==> src/rtl/core/interval_room_allocator_core_defines.svh <==
// Assertion macros for the interval room allocator core.
`ifndef INTERVAL_ROOM_ALLOCATOR_CORE_DEFINES_SVH
`define INTERVAL_ROOM_ALLOCATOR_CORE_DEFINES_SVH

`ifndef SYNTH

// Same-cycle implication, sampled on i_clk, off during reset
`define IRA_ASSERT_IMP(lbl, ante, cons) \
    lbl: assert property (@(posedge i_clk) disable iff (!i_rst_n) (ante) |-> (cons)) \
        else $error("interval room allocator check failed");

// Next-cycle implication, sampled on i_clk, off during reset
`define IRA_ASSERT_NXT(lbl, ante, cons) \
    lbl: assert property (@(posedge i_clk) disable iff (!i_rst_n) (ante) |=> (cons)) \
        else $error("interval room allocator check failed");

`else

`define IRA_ASSERT_IMP(lbl, ante, cons)

`define IRA_ASSERT_NXT(lbl, ante, cons)

`endif

`endif

==> src/rtl/core/ira_pkg.sv <==
// Shared constants and types of the interval room allocator.
package ira_pkg;

    // Fixed field widths
    localparam int ID_W      = 20;
    localparam int IN_TIME_W = 32;
    localparam int OUT_W     = 11;

    // Per-cycle command broadcast along the cell chain
    typedef struct packed {
        logic clr;   // batch start: drop every entry
        logic ins;   // sorted insert of the broadcast key
        logic rep;   // drop the head, insert the broadcast key
    } t_cell_ctrl;

endpackage

==> src/rtl/core/ira_cell.sv <==
// One cell of the sorted room chain: holds one (departure, id, room) entry.
module ira_cell #(
    parameter int TW = 32,
    parameter int RW = 11
) (
    input  logic                      i_clk,
    input  logic                      i_rst_n,
    input  ira_pkg::t_cell_ctrl       i_ctrl,
    input  logic                      i_head,
    // broadcast key
    input  logic [TW-1:0]             i_k_dep,
    input  logic [ira_pkg::ID_W-1:0]  i_k_id,
    input  logic [RW-1:0]             i_k_room,
    // left neighbour (towards the head)
    input  logic                      i_prev_valid,
    input  logic                      i_prev_lt,
    input  logic [TW-1:0]             i_prev_dep,
    input  logic [ira_pkg::ID_W-1:0]  i_prev_id,
    input  logic [RW-1:0]             i_prev_room,
    // right neighbour (towards the tail)
    input  logic                      i_next_lt,
    input  logic [TW-1:0]             i_next_dep,
    input  logic [ira_pkg::ID_W-1:0]  i_next_id,
    input  logic [RW-1:0]             i_next_room,
    // own entry
    output logic                      o_valid,
    output logic                      o_lt,
    output logic [TW-1:0]             o_dep,
    output logic [ira_pkg::ID_W-1:0]  o_id,
    output logic [RW-1:0]             o_room
);

    logic                     r_valid;
    logic [TW-1:0]            r_dep;
    logic [ira_pkg::ID_W-1:0] r_id;
    logic [RW-1:0]            r_room;

    logic                     n_valid;
    logic [TW-1:0]            n_dep;
    logic [ira_pkg::ID_W-1:0] n_id;
    logic [RW-1:0]            n_room;

    logic w_v_eff;
    logic w_pv_eff;
    logic w_lt;

    // Occupancy as seen this cycle; a batch start empties the chain
    assign w_v_eff  = r_valid & ~i_ctrl.clr;
    assign w_pv_eff = (i_prev_valid & ~i_ctrl.clr) | i_head;

    // Entry sorts strictly before the broadcast key
    assign w_lt = w_v_eff && ({r_dep, r_id, r_room} < {i_k_dep, i_k_id, i_k_room});

    // Next entry: keep, take the key, or shift from a neighbour
    always_comb begin
        n_valid = r_valid;
        n_dep   = r_dep;
        n_id    = r_id;
        n_room  = r_room;
        if (i_ctrl.ins) begin
            if (!w_lt) begin
                if (i_prev_lt) begin
                    n_dep  = i_k_dep;
                    n_id   = i_k_id;
                    n_room = i_k_room;
                end else begin
                    n_dep  = i_prev_dep;
                    n_id   = i_prev_id;
                    n_room = i_prev_room;
                end
            end
            n_valid = w_v_eff | w_pv_eff;
        end else if (i_ctrl.rep) begin
            if (i_next_lt) begin
                n_dep  = i_next_dep;
                n_id   = i_next_id;
                n_room = i_next_room;
            end else if (i_head || w_lt) begin
                n_dep  = i_k_dep;
                n_id   = i_k_id;
                n_room = i_k_room;
            end
            n_valid = w_v_eff;
        end else if (i_ctrl.clr) begin
            n_valid = 1'b0;
        end
    end

    // Occupancy bit
    always_ff @(posedge i_clk) begin
        if (!i_rst_n) begin
            r_valid <= 1'b0;
        end else begin
            r_valid <= n_valid;
        end
    end

    // Entry payload
    always_ff @(posedge i_clk) begin
        r_dep  <= n_dep;
        r_id   <= n_id;
        r_room <= n_room;
    end

    assign o_valid = r_valid;
    assign o_lt    = w_lt;
    assign o_dep   = r_dep;
    assign o_id    = r_id;
    assign o_room  = r_room;

endmodule

==> config.mk <==
export PLATFORM = sky130hd
export DESIGN_NAME = ira_cell
export DESIGN_NICKNAME = d
export VERILOG_FILES = /design/src/rtl/core/interval_room_allocator_core_defines.svh /design/src/rtl/core/ira_pkg.sv /design/src/rtl/core/ira_cell.sv
export SDC_FILE = /design/constraint.sdc
export NUM_CORES = 1
export LEC_CHECK = 0
export BUFFER_PORTS_ARGS = -buffer_cell sky130_fd_sc_hd__buf_2
export CAP_MARGIN = 20
export CORE_MARGIN = 2
export CORE_UTILIZATION = 42
export DETAILED_ROUTE_END_ITERATION = 10
export HOLD_SLACK_MARGIN = 0.08
export PLACE_DENSITY_LB_ADDON = 0.2
export SKIP_LAST_GASP = 1
export SYNTH_ARGS = -nofsm -noshare
export SYNTH_HDL_FRONTEND = slang
export SYNTH_SLANG_ARGS = --single-unit
export TNS_END_PERCENT = 20
==> constraint.sdc <==
create_clock -name i_clk -period 5 [get_ports i_clk]
set_input_delay 0.5 -clock i_clk [delete_from_list [all_inputs] [get_ports i_clk]]
set_output_delay 0.5 -clock i_clk [all_outputs]
set_load 0.005 [all_outputs]
**Yosys cells after proc, flatten, opt, wreduce, memory -nomap -nowiden**

Cells that the tools add are included.
Widths: inputs -> output; s select.

- Register bits after elaboration: 64
- Output and inout bits: 65
- Word-level logic and storage cells: 38

- $lt $le $gt $ge: 1
- Equal/unequal tests: 1
- Multiplexer cells: 21
- Bitwise logic cells: 5
- Reductions and logical operators: 6

Operator list:

| cell | number |
|---|---|
| $mux 32 | 6 |
| $mux 20 | 6 |
| $mux 11 | 6 |
| $lt 63x63->1 | 1 |
| $reduce_bool 3->1 | 2 |
| $mux 1 | 3 |
| $reduce_and 3->1 | 1 |
| $and 1x1->1 | 2 |
| $ne 2x2->1 const B | 1 |
| $or 1x1->1 | 2 |
| $reduce_bool 2->1 | 1 |
| $logic_and 1x1->1 | 1 |
| $logic_or 1x1->1 | 1 |
| $not 1->1 | 1 |

**Depth between registers and ports, before layout**

Gate-level depths: netlist (run 1).

- Depth in word-level cells: 8
- Depth in mapped cells: 9

**Worst setup path before layout (run 1)**

Ideal clock, no wire load.

- Path type: input to register
- Start point: in i_k_id[18] (netlist bit)
- End point: reg r_dep[0] (netlist: o_dep[0]), enable pin
- Setup time: 492 ps
- Data arrival time: 4,647 ps
- Required time: 4,508 ps
- Path slack: -139 ps
- Stages: 9
- Buffers on the path: 0
- Cells stage by stage: inv_1 ha_1 nand4_1 nor4_1 o311ai_1 a21oi_1 nor3_1 o21a_1 o21ai_1

- Word-level cells in the longest chain between the ends: 5
- Elaborated cells between the ends (all ways): 6

Ends and longest elaborated chain:

| item | RTL line | text |
|---|---|---|
| start, declared | ira_cell.sv:12 | `input logic [ira_pkg::ID_W-1:0] i_k_id,` |
| $lt 63x63->1 * | ira_cell.sv:52 | `assign w_lt = w_v_eff && ({r_dep, r_id, r_room} < {i_k_dep, i_k_id, i_k_room});` |
| $logic_and 1x1->1 * | ira_cell.sv:52 |  |
| $logic_or 1x1->1 | ira_cell.sv:78 | `end else if (i_head \|\| w_lt) begin` |
| $reduce_bool 3->1 (no source line) | - |  |
| $reduce_and 3->1 (no source line) * | - |  |
| end signal, assigned | ira_cell.sv:100 | `r_dep <= n_dep;` |
| end, declared | ira_cell.sv:34 | `logic [TW-1:0] r_dep;` |

Mark *: on every way between the ends. The rest lies on a longest branch, timed or not.
A chain may end at the register's enable or synchronous reset.

**Worst setup path after layout (run 1)**

- Start point: reg r_id (netlist bit o_id[1])
- End point: out o_lt

- Word-level cells in the longest chain between the ends: 2

Ends and longest elaborated chain:

| item | RTL line | text |
|---|---|---|
| start, declared | ira_cell.sv:35 | `logic [ira_pkg::ID_W-1:0] r_id;` |
| start signal, assigned | ira_cell.sv:101 | `r_id <= n_id;` |
| $lt 63x63->1 | ira_cell.sv:52 |  |
| $logic_and 1x1->1 | ira_cell.sv:52 |  |
| end, declared | ira_cell.sv:27 | `output logic o_lt,` |

Every way passes these cells.

==> results of run 1 <==
## per-layer routing
layer,vias up,global-route usage
met4,4,0.0805
li1,2516,-
met2,203,0.427
met1,2277,0.270
met3,26,0.0489
met5,-,0
## cell type report
cell class	count	area, um^2	share of cell area
multi-input cells	377	2820	0.416
flip-flops and latches	64	1910	0.282
repair buffers	267	1370	0.203
inverters	62	233	0.0343
clock buffers	10	229	0.0338
well taps	147	184	0.0271
clock inverters	6	26.3	0.00387
diodes	1	2.50	0.000369
## metrics by stage
step	worst slack [ns]	total power (W)	instances	hold slack [ns]
final	1.78	0.00173	934	0.417
after global routing	1.45	0.00184	934	0.433
after CTS	1.69	0.00174	932	0.410
after detailed placement	1.57	0.00119	916	0.496
after global placement	1.67	0.00117	916	0.498
after floorplan	1.05	0.000972	536	0.486
## flip-flops by register name, summed over array words and instances, names as in the netlist
register,flops
o_valid,1
o_dep,32
o_id,20
o_room,11
## cells by family after synthesis
family                   count (synthesis)  share of synthesized area
AO/OA/AOI/OAI                          154                      0.208
AND/OR/NAND/NOR                        124                      0.118
buffers and inverters                   95                     0.0711
flip-flops                              64                      0.377
adder cells (fa/ha/maj)                 62                      0.153
multiplexers                            37                     0.0731
## cell usage after synthesis
cell	number
o311ai_1	1
o211ai_1	2
o21ai_0	10
mux2i_1	37
nor2b_1	6
nor4_1	2
a211oi_1	43
a21o_1	1
nand3_1	6
a22o_1	1
o2111ai_1	2
o21a_1	1
a221o_1	27
a21boi_1	1
buf_1	4
and2_1	1
or4b_1	1
ha_1	62
nand4_4	1
edfxtp_1	63
inv_1	62
nand2_1	20
o21ai_1	1
clkbuf_1	26
nor2_1	48
buf_2	3
or4_4	1
a21oi_1	60
nand4_2	1
a221oi_1	1
a2111oi_0	1
nor3_1	28
o21bai_1	2
nand4_1	7
dfxtp_1	1
and4_1	1
nand2b_1	1
## worst reg2reg max path, stage by stage, from the launching register on
cell and delay [ns]:
edfxtp_1 0.39, ha_1 0.33, nand4_1 0.14, nor4_1 0.55, o311ai_1 0.19, a21oi_1 0.16
nor3_1 0.11, o21a_1 0.24, o21ai_4 0.37, buf_12 0.35
## how the worst max path moves through the flow
stage / start / end / slack, ns / cells after the start
2_1_floorplan: i_k_id[18] / o_dep[0] / 1.05 / 9
3_3_place_gp: i_k_id[18] / o_dep[26] / 1.67 / 11
3_5_place_dp: i_k_id[18] / o_dep[26] / 1.57 / 11
4_1_cts: o_id[1] / o_lt / 1.69 / 9
5_1_grt: o_id[1] / o_lt / 1.45 / 9
6_report: o_id[1] / o_lt / 1.78 / 9
## power groups by stage
stage               registers, W  logic (W)  clock network, W
global route            0.000707   0.000545          0.000584
global placement        0.000708   0.000466                 0
detailed placement      0.000711   0.000480                 0
floorplan               0.000713   0.000258                 0
CTS                     0.000701   0.000484          0.000559
finish                  0.000701   0.000480          0.000549
==> run summary, run 1 <==
Final Hold Viols: 0
WL final: 15100 um
Vias in the first global route: 5048
Commonest non-fill, non-tap cell in the layout: buf_2
Max Cap Violations: 0
Synth area leader: edfxtp_1
Sequential area share after synthesis: 0.377
Remaining routing DRC violations: 0
Hold path start: i_rst_n
Net Sw Frac: 0.295
Port bufs: 262
First-pass GRT wire length: 23700 um
Worst vdd ir: 0.000171 V
Initial core utilization: 0.425
Setup violators final: 0
CTS tree: built
Clk pwr share: 0.317
Share of layout cells above drive strength 1: 0.363
Clk sinks: 64
Rows: 40
Overall die width: 114 um
Status: finished clean
PD cells: 255 nW/um^2
Metal-1 WL: 6190 um
Post-route cell area: 6780 um^2
Routed WL per cell: 16.2 um
Pin count of the biggest net entering global routing: 78
Length of the first detailed-routing pass in iterations: 4
Avg Cell Area, Syn: 9.45 um^2
Fill cells: 1096
Sequential share of power: 0.405
Combinational Power Share: 0.277
Reg-to-reg setup timing slack: 1.81 ns
DR vias/cell: 5.38
1st-iter DRT viols: 198
Crit path buffers/inverters: 1
Critical path launch point type: flop
Die area: 13000 um^2
Initial antenna violation count: 3
Area grow syn2layout: 33.8%
Worst r2r dst: o_dep[0]
Hold Buf Count CTS: 0
Layout Skew: 0.00488 ns
Mapped cell area: 5070 um^2
FF+latch count, synth: 64
Critical Path RT: 4.50 ns
Crit path kind: reg -> out
Core area: 11900 um^2
Max stage delay on crit path: 0.41 ns
Max Slew Vio Count: 0
Met2 wire length: 7490 um
Reg2Reg Launch Point: o_id[18]
Dpl hpwl: 11900 um
Area after DPL: 6500 um^2
Slowest cell on the critical path: nor3_1
NumNets Final: 1041
Clock root buffer: clkbuf_16
CTS H-tree depth: 3
I/O pin cnt: 263
Leakage: 3.34 nW
GRT overflow: 0
Vias: 5026
Most frequent cells in the layout: buf_2 (262), edfxtp_1 (63), inv_1 (62), ha_1 (62), a21oi_1 (60)
Finished Core Util: 0.569
Syn_nets: 796
ANT nets after route: 0
Cts repair resizes: 0
Setup repair after global routing missed its margin: no
Min cycle time layout: 3.22 ns
Dominant cells by area after synthesis: edfxtp_1 (37%), ha_1 (15%), mux2i_1 (7.3%)
Worst Hold Depth: 2
Cell variety after synth: 37
Clock buffer count from CTS: 9
Cell repeated most along the worst path: a21oi_1
Rel. slew slack: 0.279
YS warnings: 0
Class of the tightest hold or removal check: in -> reg
Highest routing layer actually used: met5
Int Pwr: 0.00122 W
Worst skew pair latency: 0.33 ns
Slew of the pin with the lowest slew margin: 1.08 ns
Post-synthesis cell count: 536
Clock Tree Buf Depth: 2
Fmax: 0.310 GHz
CP endpoint kind: primary output
GRT Overall Usage: 0.233
DIE HEIGHT: 114 um
Critical path arrival: 2.72 ns
NetSw: 0.000510 W
Setup TNS: 0 ns
Delay-heaviest family, CP: compound AO/OA/AOI/OAI gates
Crit-path cells: ha_1 -> a211oi_1 -> nor2_1 -> a2111oi_0 -> a21oi_1 -> nor3_1 -> o21bai_1 -> a21oi_1 -> buf_2
Post-synth top area share: 0.373
Fin crit share: 0.645
Setup repair bufs after CTS: 0
Clk slew on worst S/H paths: 0.05 ns
WHS Endpoint: o_valid
RePlAce Congestion: 0.847
Max FO, Critical Path: 3
Reg2Reg Depth: 9
Wire length on met3: 1120 um
Note: power is estimated with default switching activity, not from simulation.
==> run 2: changes to the inputs <==
clock period = 3 ns   (was 5 ns; I/O delays follow)
==> run summary, run 2 (same netlist as run 1, synthesis figures left out) <==
Vias in the first global route: 4828
CP endpoint kind: flop
CTS tree: built
Critical path launch point type: flop
Max FFs per register: 32
Class of the tightest hold or removal check: in -> reg
Slowest cell on the critical path: or4_4
Max FO, Critical Path: 25
Pin count of the biggest net entering global routing: 75
Power Total: 0.00296 W
Fin crit share: 0.986
CTS H-tree depth: 3
RePlAce Congestion: 0.837
Setup TNS: 0 ns
Share of layout cells above drive strength 1: 0.370
Crit path from: o_dep[15]
NumNets Final: 1045
Clock Tree Buf Depth: 2
Length of the first detailed-routing pass in iterations: 4
I/O pin cnt: 263
Rel. slew slack: 0.527
Port bufs: 262
Worst skew pair latency: 0.33 ns
GRT overflow: 0
PD cells: 430 nW/um^2
DIE HEIGHT: 114 um
GRT Overall Usage: 0.220
Clock root buffer: clkbuf_16
Final Hold Viols: 0
Crit-path cells: ha_1 -> nand4_2 -> or4_4 -> or4b_1 -> o2111ai_1 -> o21ai_4 -> buf_12
Fmax: 0.338 GHz
Max Slew Vio Count: 0
Layout Skew: 0.00515 ns
Most frequent cells in the layout: buf_2 (262), edfxtp_1 (63), inv_1 (62), ha_1 (61), a21oi_1 (60)
Clk sinks: 64
Max stage delay on crit path: 0.59 ns
Slew of the pin with the lowest slew margin: 0.710 ns
Vias: 5016
Crit path kind: reg -> reg
Leakage: 3.38 nW
ANT nets after route: 0
Status: finished clean
Initial core utilization: 0.425
Critical Path RT: 3.08 ns
Ant. Diodes: 0
NetSw: 0.000833 W
Setup repair after global routing missed its margin: yes
Max Cap Violations: 0
Area after DPL: 6590 um^2
Dpl hpwl: 11700 um
Post-route cell area: 6880 um^2
Hold path start: i_rst_n
Int Pwr: 0.00213 W
Clock buffer count from CTS: 9
Combinational Power Share: 0.274
Reg2Reg Launch Point: o_dep[15]
Area grow syn2layout: 35.7%
1st-iter DRT viols: 194
Clk pwr share: 0.332
Rows: 40
Dpl ws: -0.0300 ns
Setup violators final: 0
DR vias/cell: 5.35
Worst setup path end: o_id[4]
Overall die width: 114 um
Setup WS post-layout: 0.0412 ns
Worst r2r dst: o_id[4]
Net Sw Frac: 0.281
Critical path arrival: 3.04 ns
First-pass GRT wire length: 22600 um
Commonest non-fill, non-tap cell in the layout: buf_2
Clk slew on worst S/H paths: 0.05 ns
Routed WL per cell: 15.4 um
Reg-to-reg setup timing slack: 0.04 ns
WL final: 14400 um
Remaining routing DRC violations: 0
Reg2Reg Depth: 7
Initial antenna violation count: 0
Min cycle time layout: 2.96 ns
Die area: 13000 um^2
Setup repair bufs after CTS: 0
Core area: 11900 um^2
Worst vdd ir: 0.000233 V
Hold Buf Count CTS: 0
Sequential share of power: 0.395
-- run 2: changes by cell type in the layout (fill, tap and decap cells not counted), sizes merged --
cell,delta
bufinv,+1
buf,+4
clkinv,-1
diode,-1
-- run 2: worst min-delay path by stage --
stage                         end  depth (start not counted)  slack [ns]
after detailed placement  o_valid                          2        0.50
after global routing      o_valid                          2        0.24
after floorplan           o_valid                          1        0.45
final                     o_valid                          2        0.23
after CTS                 o_valid                          2        0.22
after global placement    o_valid                          2        0.49
-- run 2: metrics by stage --
step	hold WS, ns	utilization	std cells
CTS	0.225	0.577	937
floorplan	0.453	-	536
detailed placement	0.498	0.553	921
global placement	0.492	0.553	921
global route	0.239	0.577	937
finish	0.229	0.577	937
-- run 2: power by group through the flow --
stage | logic (W) | registers (W) | clock network (W)
after CTS | 0.000816 | 0.00117 | 0.00101
after floorplan | 0.000435 | 0.00119 | 0
after global placement | 0.000789 | 0.00118 | 0
after detailed placement | 0.000810 | 0.00118 | 0
after global routing | 0.000915 | 0.00118 | 0.00105
final | 0.000810 | 0.00117 | 0.000982
-- run 2: metal layers --
layer / up-vias / routed length (um) / track usage
met1: 2279 / 5830 / 0.248
met3: 18 / 1180 / 0.0521
met2: 200 / 7130 / 0.406
li1: 2519 / - / -
met4: 0 / 257 / 0.0756
met5: - / 0 / 0
-- run 2: repair_timing --
item / CTS / global route
endpoints found under the setup margin: 1 / 64
gates resized for setup: 1 / 1
pin swaps: 0 / 1
-- run 2: worst max-delay path, delay by kind of cell (launching register included) --
family | cells | cell delay, ns
AO/OA/AOI/OAI | 2 | 0.48
buffers and inverters | 1 | 0.20
adder cells (fa/ha/maj) | 1 | 0.33
AND/OR/NAND/NOR | 3 | 1.28
flip-flops | 1 | 0.40
-- run 2: area by class of cell --
| class | instances | area [um^2] |
|---|---|---|
| flip-flops and latches | 64 | 1910 |
| repair buffers | 271 | 1420 |
| clock buffers | 10 | 229 |
| inverters | 62 | 233 |
| well taps | 147 | 184 |
| multi-input cells | 377 | 2850 |
| fillers | 1060 | 5040 |
| clock inverters | 6 | 50.0 |
